## src/hdl/cltu_pkg.sv

```systemverilog
// Shared constants, codes and types of the core-local interruptor timer unit.
`timescale 1ns / 1ps

package cltu_pkg;

    // Hart count and derived widths
    localparam int MAX_HARTS = 8;
    localparam int HART_W    = (MAX_HARTS > 1) ? $clog2(MAX_HARTS) : 1;
    localparam int CNT_W     = $clog2(MAX_HARTS + 1);
    localparam int LINE_W    = 8;
    localparam int LINE_N    = (MAX_HARTS < LINE_W) ? MAX_HARTS : LINE_W;

    // Field widths
    localparam int CMD_W       = 2;
    localparam int OFF_W       = 16;
    localparam int BYTES_W     = 4;
    localparam int DATA_W      = 32;
    localparam int TIME_W      = 64;
    localparam int HARTS_CFG_W = 4;
    localparam int CFG_IDX_W   = 1;
    localparam int CFG_DATA_W  = 4;

    // Command codes
    localparam logic [CMD_W-1:0] CMD_READ  = 2'd0;
    localparam logic [CMD_W-1:0] CMD_WRITE = 2'd1;
    localparam logic [CMD_W-1:0] CMD_TICK  = 2'd2;

    // Only word accesses are legal
    localparam logic [BYTES_W-1:0] WORD_BYTES = 4'd4;

    // Register map
    localparam logic [OFF_W-1:0] SOFT_BASE = 16'h0000;
    localparam logic [OFF_W-1:0] CMP_BASE  = 16'h4000;
    localparam logic [OFF_W-1:0] TIME_LO   = 16'hbff8;
    localparam logic [OFF_W-1:0] TIME_HI   = 16'hbffc;

    // Configuration register indexes
    localparam logic [CFG_IDX_W-1:0] CFG_ACTIVE_HARTS = 1'd0;
    localparam logic [CFG_IDX_W-1:0] CFG_SHIM_MODE    = 1'd1;

    localparam logic [HARTS_CFG_W-1:0] HARTS_RESET = 4'd1;

    // Register targeted by one access
    typedef enum logic [1:0] {
        TGT_NONE,
        TGT_SOFT,
        TGT_CMP,
        TGT_TIME
    } target_t;

    // Decoded access, handed from the decoder to the register file
    typedef struct packed {
        logic              ok;
        logic              wr;
        logic              tick;
        target_t           target;
        logic [HART_W-1:0] hart;
        logic              upper;
    } access_t;

endpackage

```

## src/hdl/cltu_decode.sv

```systemverilog
// Address and width decode of one bus beat or tick for the interruptor timer unit.
`timescale 1ns / 1ps

module cltu_decode
(
    input  logic [cltu_pkg::CMD_W-1:0]   cmd,
    input  logic [cltu_pkg::OFF_W-1:0]   offset,
    input  logic [cltu_pkg::BYTES_W-1:0] access_bytes,
    input  logic [cltu_pkg::CNT_W-1:0]   harts_used,
    output cltu_pkg::access_t            acc
);

    localparam int LIM_W = cltu_pkg::OFF_W + 1;

    logic [LIM_W-1:0]          soft_end;
    logic [LIM_W-1:0]          cmp_end;
    logic [LIM_W-1:0]          off_ext;
    logic [cltu_pkg::OFF_W-1:0] soft_rel;
    logic [cltu_pkg::OFF_W-1:0] cmp_rel;

    // Region limits follow the number of harts in use
    assign soft_end = LIM_W'(cltu_pkg::SOFT_BASE) + (LIM_W'(harts_used) << 2);
    assign cmp_end  = LIM_W'(cltu_pkg::CMP_BASE) + (LIM_W'(harts_used) << 3);
    assign off_ext  = LIM_W'(offset);
    assign soft_rel = offset - cltu_pkg::SOFT_BASE;
    assign cmp_rel  = offset - cltu_pkg::CMP_BASE;

    // Classify the access: fail, pick a register, or fall through unmapped
    always_comb
    begin
        acc        = '0;
        acc.ok     = 1'b1;
        acc.target = cltu_pkg::TGT_NONE;
        acc.wr     = (cmd == cltu_pkg::CMD_WRITE);
        acc.tick   = (cmd == cltu_pkg::CMD_TICK);
        if (cmd == cltu_pkg::CMD_READ || cmd == cltu_pkg::CMD_WRITE)
        begin
            priority if (access_bytes != cltu_pkg::WORD_BYTES)
            begin
                acc.ok = 1'b0;
            end
            else if (off_ext < soft_end)
            begin
                if (soft_rel[1:0] != 2'b00)
                begin
                    acc.ok = 1'b0;
                end
                else
                begin
                    acc.target = cltu_pkg::TGT_SOFT;
                    acc.hart   = soft_rel[cltu_pkg::HART_W+1:2];
                end
            end
            else if (offset >= cltu_pkg::CMP_BASE && off_ext < cmp_end)
            begin
                if (cmp_rel[1:0] != 2'b00)
                begin
                    acc.ok = 1'b0;
                end
                else
                begin
                    acc.target = cltu_pkg::TGT_CMP;
                    acc.hart   = cmp_rel[cltu_pkg::HART_W+2:3];
                    acc.upper  = cmp_rel[2];
                end
            end
            else if (offset == cltu_pkg::TIME_LO || offset == cltu_pkg::TIME_HI)
            begin
                acc.target = cltu_pkg::TGT_TIME;
                acc.upper  = (offset == cltu_pkg::TIME_HI);
            end
            else
            begin
                // Unmapped: reads give zero, writes drop
            end
        end
    end

endmodule

```

## src/hdl/cltu_state.sv

```systemverilog
// Software bits, compare values, time counter and interrupt comparators.
`timescale 1ns / 1ps

module cltu_state
(
    input  logic                          clk,
    input  logic                          rst_n,
    input  logic                          fire,
    input  cltu_pkg::access_t             acc,
    input  logic [cltu_pkg::DATA_W-1:0]   write_data,
    input  logic [cltu_pkg::CNT_W-1:0]    harts_used,
    input  logic                          shim,
    output logic [cltu_pkg::DATA_W-1:0]   read_data,
    output logic [cltu_pkg::LINE_W-1:0]   soft_lines,
    output logic [cltu_pkg::LINE_W-1:0]   mt_lines,
    output logic [cltu_pkg::LINE_W-1:0]   st_lines,
    output logic [cltu_pkg::LINE_W-1:0]   wake_lines
);

    localparam int DW = cltu_pkg::DATA_W;
    localparam int TW = cltu_pkg::TIME_W;

    logic [cltu_pkg::MAX_HARTS-1:0] soft_reg;
    logic [cltu_pkg::MAX_HARTS-1:0] soft_next;
    logic [TW-1:0]                  cmp_reg  [cltu_pkg::MAX_HARTS];
    logic [TW-1:0]                  cmp_next [cltu_pkg::MAX_HARTS];
    logic [TW-1:0]                  time_reg;
    logic [TW-1:0]                  time_next;

    // Apply the access to a copy of the state and pick the read word
    always_comb
    begin
        soft_next = soft_reg;
        cmp_next  = cmp_reg;
        time_next = time_reg;
        read_data = '0;
        if (acc.tick)
        begin
            time_next = time_reg + TW'(1);
        end
        unique case (acc.target)
            cltu_pkg::TGT_SOFT:
            begin
                if (acc.wr)
                    soft_next[acc.hart] = write_data[0];
                else
                    read_data = DW'(soft_reg[acc.hart]);
            end
            cltu_pkg::TGT_CMP:
            begin
                if (acc.wr && acc.upper)
                    cmp_next[acc.hart][TW-1:DW] = write_data;
                else if (acc.wr)
                    cmp_next[acc.hart][DW-1:0] = write_data;
                else if (acc.upper)
                    read_data = cmp_reg[acc.hart][TW-1:DW];
                else
                    read_data = cmp_reg[acc.hart][DW-1:0];
            end
            cltu_pkg::TGT_TIME:
            begin
                if (acc.wr && acc.upper)
                    time_next[TW-1:DW] = write_data;
                else if (acc.wr)
                    time_next[DW-1:0] = write_data;
                else if (acc.upper)
                    read_data = time_reg[TW-1:DW];
                else
                    read_data = time_reg[DW-1:0];
            end
            cltu_pkg::TGT_NONE:
            begin
            end
            default:
            begin
            end
        endcase
    end

    // Drive per-hart lines from the updated state
    genvar h;
    generate
        for (h = 0; h < cltu_pkg::LINE_N; h++)
        begin : g_line
            logic active;
            logic expired;
            assign active        = (cltu_pkg::CNT_W'(h) < harts_used);
            assign expired       = (time_next >= cmp_next[h]);
            assign soft_lines[h] = active & soft_next[h];
            assign mt_lines[h]   = active & expired & ~shim;
            assign st_lines[h]   = active & expired & shim;
            assign wake_lines[h] = (acc.target == cltu_pkg::TGT_SOFT) & acc.wr &
                                   write_data[0] & (acc.hart == cltu_pkg::HART_W'(h));
        end
        if (cltu_pkg::LINE_N < cltu_pkg::LINE_W)
        begin : g_unused
            assign soft_lines[cltu_pkg::LINE_W-1:cltu_pkg::LINE_N] = '0;
            assign mt_lines[cltu_pkg::LINE_W-1:cltu_pkg::LINE_N]   = '0;
            assign st_lines[cltu_pkg::LINE_W-1:cltu_pkg::LINE_N]   = '0;
            assign wake_lines[cltu_pkg::LINE_W-1:cltu_pkg::LINE_N] = '0;
        end
    endgenerate

    // Commit the state when the beat leaves the input register
    always_ff @(posedge clk or negedge rst_n)
    begin
        if (!rst_n)
        begin
            soft_reg <= '0;
            time_reg <= '0;
            for (int i = 0; i < cltu_pkg::MAX_HARTS; i++)
            begin
                cmp_reg[i] <= '0;
            end
        end
        else if (fire)
        begin
            soft_reg <= soft_next;
            time_reg <= time_next;
            cmp_reg  <= cmp_next;
        end
    end

endmodule

```

## src/hdl/core_local_interruptor_timer_unit.sv

```systemverilog
// Top level of the core-local interruptor timer unit: handshakes, config and result register.
//
//  channel | direction | handshake           | payload
//  --------+-----------+---------------------+-------------------------------------------
//  req     | in        | req_valid/req_stall | cmd, offset, access_bytes, write_data
//  rsp     | out       | rsp_valid/rsp_stall | access_ok, read_data, *_lines
//  cfg     | in        | cfg_valid/cfg_ready | cfg_index, cfg_data
//
// One beat per cycle while req_stall is low: a beat is registered on entry, decoded, applied
// to the state, compared against all compare values and lands in the result register.
// rsp_valid rises when the beat moves from the input register into the result register.
// req_stall is high only while both registers hold a beat and rsp_stall is high.
// Reset clears all software bits, compare values and the time counter; active harts is 1.
`timescale 1ns / 1ps

module core_local_interruptor_timer_unit
(
    input  logic                              clk,
    input  logic                              rst_n,
    input  logic                              req_valid,
    output logic                              req_stall,
    input  logic [cltu_pkg::CMD_W-1:0]        cmd,
    input  logic [cltu_pkg::OFF_W-1:0]        offset,
    input  logic [cltu_pkg::BYTES_W-1:0]      access_bytes,
    input  logic [cltu_pkg::DATA_W-1:0]       write_data,
    output logic                              rsp_valid,
    input  logic                              rsp_stall,
    output logic                              access_ok,
    output logic [cltu_pkg::DATA_W-1:0]       read_data,
    output logic [cltu_pkg::LINE_W-1:0]       soft_irq_lines,
    output logic [cltu_pkg::LINE_W-1:0]       machine_timer_lines,
    output logic [cltu_pkg::LINE_W-1:0]       supervisor_timer_lines,
    output logic [cltu_pkg::LINE_W-1:0]       wake_lines,
    input  logic                              cfg_valid,
    output logic                              cfg_ready,
    input  logic [cltu_pkg::CFG_IDX_W-1:0]    cfg_index,
    input  logic [cltu_pkg::CFG_DATA_W-1:0]   cfg_data
);

    localparam int CLW = 8;

    // Configuration
    logic [cltu_pkg::HARTS_CFG_W-1:0] harts_reg;
    logic                             shim_reg;
    logic [cltu_pkg::CNT_W-1:0]       harts_used;

    // Input register
    logic                           req_valid_reg;
    logic [cltu_pkg::CMD_W-1:0]     cmd_reg;
    logic [cltu_pkg::OFF_W-1:0]     offset_reg;
    logic [cltu_pkg::BYTES_W-1:0]   bytes_reg;
    logic [cltu_pkg::DATA_W-1:0]    wdata_reg;

    // Result register
    logic                           rsp_valid_reg;
    logic                           ok_reg;
    logic [cltu_pkg::DATA_W-1:0]    rdata_reg;
    logic [cltu_pkg::LINE_W-1:0]    soft_reg;
    logic [cltu_pkg::LINE_W-1:0]    mt_reg;
    logic [cltu_pkg::LINE_W-1:0]    st_reg;
    logic [cltu_pkg::LINE_W-1:0]    wake_reg;

    logic                           out_free;
    logic                           fire;
    logic                           req_take;
    cltu_pkg::access_t              acc;
    logic [cltu_pkg::DATA_W-1:0]    rdata_next;
    logic [cltu_pkg::LINE_W-1:0]    soft_next;
    logic [cltu_pkg::LINE_W-1:0]    mt_next;
    logic [cltu_pkg::LINE_W-1:0]    st_next;
    logic [cltu_pkg::LINE_W-1:0]    wake_next;

    // Flow control
    assign out_free  = ~rsp_valid_reg | ~rsp_stall;
    assign fire      = req_valid_reg & out_free;
    assign req_stall = req_valid_reg & ~out_free;
    assign req_take  = req_valid & ~req_stall;
    assign cfg_ready = 1'b1;

    // Clamp the hart count to the supported range
    always_comb
    begin
        priority if (harts_reg == '0)
            harts_used = cltu_pkg::CNT_W'(1);
        else if (CLW'(harts_reg) > CLW'(cltu_pkg::MAX_HARTS))
            harts_used = cltu_pkg::CNT_W'(cltu_pkg::MAX_HARTS);
        else
            harts_used = cltu_pkg::CNT_W'(harts_reg);
    end

    // Hold configuration writes
    always_ff @(posedge clk or negedge rst_n)
    begin
        if (!rst_n)
        begin
            harts_reg <= cltu_pkg::HARTS_RESET;
            shim_reg  <= 1'b0;
        end
        else if (cfg_valid && cfg_ready)
        begin
            unique case (cfg_index)
                cltu_pkg::CFG_ACTIVE_HARTS: harts_reg <= cfg_data;
                cltu_pkg::CFG_SHIM_MODE:    shim_reg  <= cfg_data[0];
                default:                    ;
            endcase
        end
    end

    // Capture an incoming beat
    always_ff @(posedge clk or negedge rst_n)
    begin
        if (!rst_n)
            req_valid_reg <= 1'b0;
        else if (req_take)
            req_valid_reg <= 1'b1;
        else if (fire)
            req_valid_reg <= 1'b0;
    end

    always_ff @(posedge clk)
    begin
        if (req_take)
        begin
            cmd_reg    <= cmd;
            offset_reg <= offset;
            bytes_reg  <= access_bytes;
            wdata_reg  <= write_data;
        end
    end

    cltu_decode u_decode
    (
        .cmd          (cmd_reg),
        .offset       (offset_reg),
        .access_bytes (bytes_reg),
        .harts_used   (harts_used),
        .acc          (acc)
    );

    cltu_state u_state
    (
        .clk        (clk),
        .rst_n      (rst_n),
        .fire       (fire),
        .acc        (acc),
        .write_data (wdata_reg),
        .harts_used (harts_used),
        .shim       (shim_reg),
        .read_data  (rdata_next),
        .soft_lines (soft_next),
        .mt_lines   (mt_next),
        .st_lines   (st_next),
        .wake_lines (wake_next)
    );

    // Advance the result register
    always_ff @(posedge clk or negedge rst_n)
    begin
        if (!rst_n)
            rsp_valid_reg <= 1'b0;
        else if (fire)
            rsp_valid_reg <= 1'b1;
        else if (!rsp_stall)
            rsp_valid_reg <= 1'b0;
    end

    always_ff @(posedge clk)
    begin
        if (fire)
        begin
            ok_reg    <= acc.ok;
            rdata_reg <= rdata_next;
            soft_reg  <= soft_next;
            mt_reg    <= mt_next;
            st_reg    <= st_next;
            wake_reg  <= wake_next;
        end
    end

    assign rsp_valid              = rsp_valid_reg;
    assign access_ok              = ok_reg;
    assign read_data              = rdata_reg;
    assign soft_irq_lines         = soft_reg;
    assign machine_timer_lines    = mt_reg;
    assign supervisor_timer_lines = st_reg;
    assign wake_lines             = wake_reg;

    // Checks
    a_wake_onehot: assert property (@(posedge clk) disable iff (!rst_n)
        rsp_valid |-> $onehot0(wake_lines))
        else $error("wake lines not one-hot");

    a_timer_route: assert property (@(posedge clk) disable iff (!rst_n)
        rsp_valid |-> (machine_timer_lines == '0 || supervisor_timer_lines == '0))
        else $error("timer expiry on both machine and supervisor lines");

    a_fail_quiet: assert property (@(posedge clk) disable iff (!rst_n)
        (rsp_valid && !access_ok) |-> (read_data == '0 && wake_lines == '0))
        else $error("failed access returned data or wake");

    a_hold_beat: assert property (@(posedge clk) disable iff (!rst_n)
        (req_valid_reg && !fire) |=> (req_valid_reg && $stable(offset_reg) && $stable(cmd_reg)))
        else $error("held beat lost from input register");

endmodule
```

## config.mk

```make
export PLATFORM = sky130hd
export DESIGN_NAME = core_local_interruptor_timer_unit
export DESIGN_NICKNAME = d
export VERILOG_FILES = /design/src/hdl/cltu_pkg.sv /design/src/hdl/cltu_decode.sv /design/src/hdl/cltu_state.sv /design/src/hdl/core_local_interruptor_timer_unit.sv
export SDC_FILE = /design/constraint.sdc
export NUM_CORES = 2
export LEC_CHECK = 0
export ABC_CLOCK_PERIOD_IN_PS = 10740
export BUFFER_PORTS_ARGS = -buffer_cell sky130_fd_sc_hd__buf_4
export CELL_PAD_IN_SITES_DETAIL_PLACEMENT = 0
export CELL_PAD_IN_SITES_GLOBAL_PLACEMENT = 1
export CORE_MARGIN = 2
export CORE_UTILIZATION = 55
export CTS_CLUSTER_DIAMETER = 30
export CTS_CLUSTER_SIZE = 30
export DETAILED_ROUTE_END_ITERATION = 6
export PLACE_DENSITY_LB_ADDON = 0.1
export SLEW_MARGIN = 20
export SYNTH_ARGS = -nofsm -noshare
export SYNTH_HDL_FRONTEND = slang
export SYNTH_HIERARCHICAL = 1
export SYNTH_SLANG_ARGS = --single-unit
```

## constraint.sdc

```tcl
create_clock -name clk -period 10.74 [get_ports clk]
set_clock_uncertainty 0.2 [all_clocks]
set_input_delay 2.148 -clock clk [delete_from_list [all_inputs] [get_ports clk]]
set_output_delay 2.148 -clock clk [all_outputs]
set_load 0.01 [all_outputs]
```

Word-level counts from Yosys, hierarchy flattened. Index checks and enable logic that the tools add are counted.

Flip-flop bits (word level): 710. Bits in latches: 0. RAM bits: 0. ROM bits: 0. Input port bits: 64. Output and inout bits: 68. Logic and storage cells: 188. Memories kept: 0.

Add/subtract/negate cells: 3. $mul: 0. Divide/modulo/power cells: 0. Order comparisons: 24. Equal/unequal tests: 16. Shifts and indexed selects: 0. Muxes and demuxes: 54. Bitwise gates (word level): 53. Reduce and logical (&&, ||, !) cells: 14.

Operators by type and width (count): $mux 512 (3); $bwmux 512 (2); $ge 64x64->1 (8); $demux 64 s3 (2); $mux 32 (10); $mux 64 (5); $bmux 64 s3 (1); $pmux 32 s3 (1); $add 64x1->64 const B (1); $and 1x1->1 (45); $eq 16x16->1 const B (2); $mux 6 (3); $add 15x7->16 const A (1); $ge 16x15->1 const B (1); $lt 16x16->1 (1); $lt 16x6->1 (1); $lt 3x4->1 const A (4); $mux 8 (2); $mux 1 (15); $eq 3x3->1 const B (4); $mux 4 (3); $bwmux 8 (1); $lt 1x4->1 const A (2); $lt 2x4->1 const A (2); other kinds (27) (44).

Longest topological paths before layout.
Word-level depth: 22. Depth in mapped cells: 23. Depth with buffers taken out: 21.

Hierarchy. Netlist, hierarchy kept.

By module, submodules not included: cltu_state (instances 1, cells each 4564, area an instance 44396.3 um2, sequential area each 14614.0 um2); core_local_interruptor_timer_unit (instances 1, cells each 146, area an instance 3905.0 um2, sequential area each 3749.8 um2); cltu_decode (instances 1, cells each 49, area an instance 351.6 um2, sequential area each 0.0 um2).

Least setup slack after synthesis. OpenSTA, ideal clock, no wires.

Path type: input-to-reg. Start: input port rsp_stall. End: register u_state.time_reg[43]. Setup time: 0.125 ns. Arrival: 8.164 ns. Data required time: 10.415 ns. Setup slack: 2.251 ns. Stages: 4. Path buffers: 2. Path through: a21boi_0 clkbuf_1 clkbuf_1 mux2_2.

Word-level cells in the longest chain between the ends: 3.

Ends and longest elaborated chain: start, declared (RTL line core_local_interruptor_timer_unit.sv:27) `input logic rsp_stall,`; $not 1->1 (RTL line core_local_interruptor_timer_unit.sv:74) `assign out_free = ~rsp_valid_reg | ~rsp_stall;`; $or 1x1->1 (RTL line core_local_interruptor_timer_unit.sv:74); $and 1x1->1 (RTL line core_local_interruptor_timer_unit.sv:75) `assign fire = req_valid_reg & out_free;`; end signal, assigned (RTL line cltu_state.sv:119) `time_reg <= time_next;`; end, declared (RTL line cltu_state.sv:27) `logic [TW-1:0] time_reg;`.

Every way passes these cells. A chain may end at the register's enable or synchronous reset.

==> results.json <==
{
  "p_comb_frac": 0.228,
  "worst_path_max_delay_cell": "a21oi_1",
  "synth.top_cell.area_share": 0.303,
  "syn_inst": 4759,
  "start_util": 0.553,
  "fin_total_pwr_mw": 12.8,
  "drv_slew": 0,
  "cts_buffer_depth": 3,
  "synth-edff-count": 119,
  "path_class": "reg -> reg",
  "area_growth_pct": 18.8,
  "portBuffers": 130,
  "required_ns": 11.12,
  "dp_hpwl_mm": 118,
  "ys_types": 86,
  "status": "complete, no violations",
  "r2r-end": "supervisor_timer_lines[5]$_DFFE_PP_",
  "largest_register_ffs": 512,
  "min_path_cells": 1,
  "grt_max_degree": 224,
  "mostFrequentLayoutCells": "a21oi_1 (695), nor2_1 (692), dfrtp_1 (590)",
  "startpoint_type": "flop",
  "drc": 0,
  "antenna_left": 0,
  "via_per_inst": 6.42,
  "slew_headroom": 0.148,
  "fin_setup_tns_ns": 0,
  "crit_family": "compound AO/OA/AOI/OAI gates",
  "cts.clk_slew.worst_paths_ns": 0.05,
  "drive_gt1_frac": 0.174,
  "max_slew.worst_pin.slew_ns": 1.28,
  "peakVddDrop_mv": 0.172,
  "antenna_found_initial": 11,
  "yosysTopAreaCell": "dfrtp_1",
  "clock_power_share": 0.462,
  "power_frac_seq": 0.310,
  "r2r_setup_slack_ns": 2.65,
  "globalplace.congestion": 0.973,
  "cts_tree": "done",
  "n_antenna_cell": 0,
  "cts_made_buffers": 188,
  "power.switching_mw": 4.03,
  "timing.fmax_mhz": 124,
  "syn_nets": 5330,
  "hp-class": "reg -> reg",
  "die_w_um": 301,
  "cp.depth": 20,
  "cts-hold-fix-buffers": 0,
  "dieHeight_um": 301,
  "worstPathMaxFanout": 34,
  "cp_num_buf_inv": 3,
  "cts_max_level": 4,
  "cp-endpoint": "supervisor_timer_lines[5]$_DFFE_PP_",
  "path_cells": "nor2b_1 -> inv_1 -> ha_1 -> a21o_1 -> a31oi_1 -> o21ai_0 -> a211oi_4 -> nand4b_1 -> buf_4 -> buf_4 -> nor2_1 -> a21oi_1 -> ha_1 -> nand4_1 -> nor4_1 -> nand2_1 -> or3_1 -> o211ai_1 -> o311ai_0 -> a211oi_1",
  "fill_cells": 6976,
  "numClockSinks": 710,
  "p_sw_frac": 0.314,
  "ys_async_sr_fraction": 0.832,
  "period_needed_ns": 8.09,
  "avgSynthCellArea_um2": 10.2,
  "placed_cell_area_mm2": 0.0511,
  "grt_util_all_layers": 0.362,
  "crit_start": "harts_reg[3]$_DFFE_PN0P_",
  "setup_viol": 0,
  "cellInternalPower_mw": 8.81,
  "p_per_area_mw_per_mm2": 222,
  "core_area_mm2": 0.0880,
  "finalHoldViolations": 0,
  "grt_pass1_wl_mm": 245,
  "fp-row-count": 109,
  "post_cts_resized": 0,
  "synth_area_leaders": "dfrtp_1 (30%), ha_1 (13%), mux2i_1 (11%)",
  "io_pins": 132,
  "final_common_cell": "a21oi_1",
  "dr.pass1.iters": 5,
  "ys_warn_count": 6,
  "clk_latency_ns": 0.77,
  "netlist_area_mm2": 0.0487,
  "post-cts-setup-buffer-count": 0,
  "synth-seq-cells": 710,
  "cap_violations": 0,
  "ys_dominant_reg_cell": "dfrtp_1",
  "vias": 39800,
  "leakage_nw": 26.1,
  "first_global_vias": 38100,
  "layout.nets": 5448,
  "period_share": 0.753,
  "cts_root_buffer": "clkbuf_16",
  "die_area_mm2": 0.0909,
  "rsz0062_at_grt": "no",
  "final_area_mm2": 0.0578,
  "r2r_cells": 20,
  "reg2reg_from": "harts_reg[3]$_DFFE_PN0P_",
  "cp-end-kind": "flop",
  "ys_seq_area_frac": 0.377,
  "wire_per_inst_um": 26.5,
  "critPathMaxStageDelay_ns": 0.82,
  "grt.overflow.total": 0,
  "wl_mm": 164,
  "drt-initial-drc-count": 4268,
  "crit_arrival_ns": 8.47
}
==> cell usage after synthesis, types with 10 or more instances <==
cell / number
a2111oi_0: 15
a211oi_1: 56
a21o_1: 129
a21oi_1: 702
a22o_1: 10
and3_1: 18
and4_1: 11
buf_1: 65
buf_2: 18
clkbuf_1: 245
dfrtp_1: 590
edfxtp_1: 119
ha_1: 507
inv_1: 29
mux2_2: 86
mux2i_1: 529
mux4_2: 162
nand2_1: 168
nand2b_1: 18
nand3_1: 46
nand4_1: 92
nor2_1: 700
nor2b_1: 29
nor3_1: 32
nor4_1: 11
o211ai_1: 26
o21a_1: 18
o21ai_0: 109
xnor2_1: 37
xor2_1: 29
==> worst min path at each step <==
| stage | start | to | slack, ns |
|---|---|---|---|
| after floorplan | req_valid_reg$_DFFE_PN0P_ | rsp_valid$_DFFE_PN0P_ | 0.24 |
| after global placement | req_valid_reg$_DFFE_PN0P_ | rsp_valid$_DFFE_PN0P_ | 0.28 |
| after detailed placement | req_valid_reg$_DFFE_PN0P_ | rsp_valid$_DFFE_PN0P_ | 0.29 |
| after CTS | req_valid_reg$_DFFE_PN0P_ | rsp_valid$_DFFE_PN0P_ | 0.29 |
| after global routing | u_state/soft_reg[2]$_DFFE_PN0P_ | u_state/soft_reg[2]$_DFFE_PN0P_ | 0.34 |
| final | req_valid_reg$_DFFE_PN0P_ | rsp_valid$_DFFE_PN0P_ | 0.29 |
==> cell type report <==
class / instances / area, um^2 / area share
multi-input cells: 3688 / 29100 / 0.503
flip-flops and latches: 710 / 18400 / 0.318
clock buffers: 247 / 5340 / 0.0923
repair buffers: 260 / 2080 / 0.0361
well taps: 1165 / 1460 / 0.0252
clock inverters: 103 / 1370 / 0.0237
inverters: 29 / 109 / 0.00188
==> power groups by stage <==
stage               Clock [mW]  Combinational [mW]  Sequential [mW]
floorplan                    0                2.01             3.81
global placement             0                2.80             3.97
detailed placement           0                2.86             3.99
CTS                       5.97                2.88             3.96
global route              6.14                3.24             4.06
finish                    5.93                2.93             3.98
==> routing by layer <==
metal,vias up,GRT usage,wire length (um)
met3,286,0.0823,14800
li1,18100,-,-
met4,4,0.127,5320
met2,1702,0.525,70700
met5,-,0,23
met1,19800,0.531,73300
==> logic make-up (layout without fill, tap and decap cells) <==
| group | Yosys count | count (layout) | synth area share |
|---|---|---|---|
| AND/OR/NAND/NOR | 1183 | 1183 | 0.109 |
| XOR/XNOR | 66 | 66 | 0.0119 |
| multiplexers | 778 | 778 | 0.204 |
| buffers and inverters | 361 | 639 | 0.0288 |
| other | 1 | 1 | 0.0000771 |
| AO/OA/AOI/OAI | 1150 | 1150 | 0.138 |
| adder cells (fa/ha/maj) | 510 | 510 | 0.131 |
| flip-flops | 710 | 710 | 0.377 |
==> stage by stage <==
stage	std cells	util	hold WS [ns]	worst slack, ns
floorplan	4759	-	0.242	2.25
global placement	5851	0.580	0.278	2.14
detailed placement	5852	0.581	0.287	2.83
CTS	6202	0.657	0.290	2.74
global route	6202	0.657	0.339	2.24
finish	6202	0.657	0.292	2.65
No activity file was read; power rests on OpenSTA's default activity.
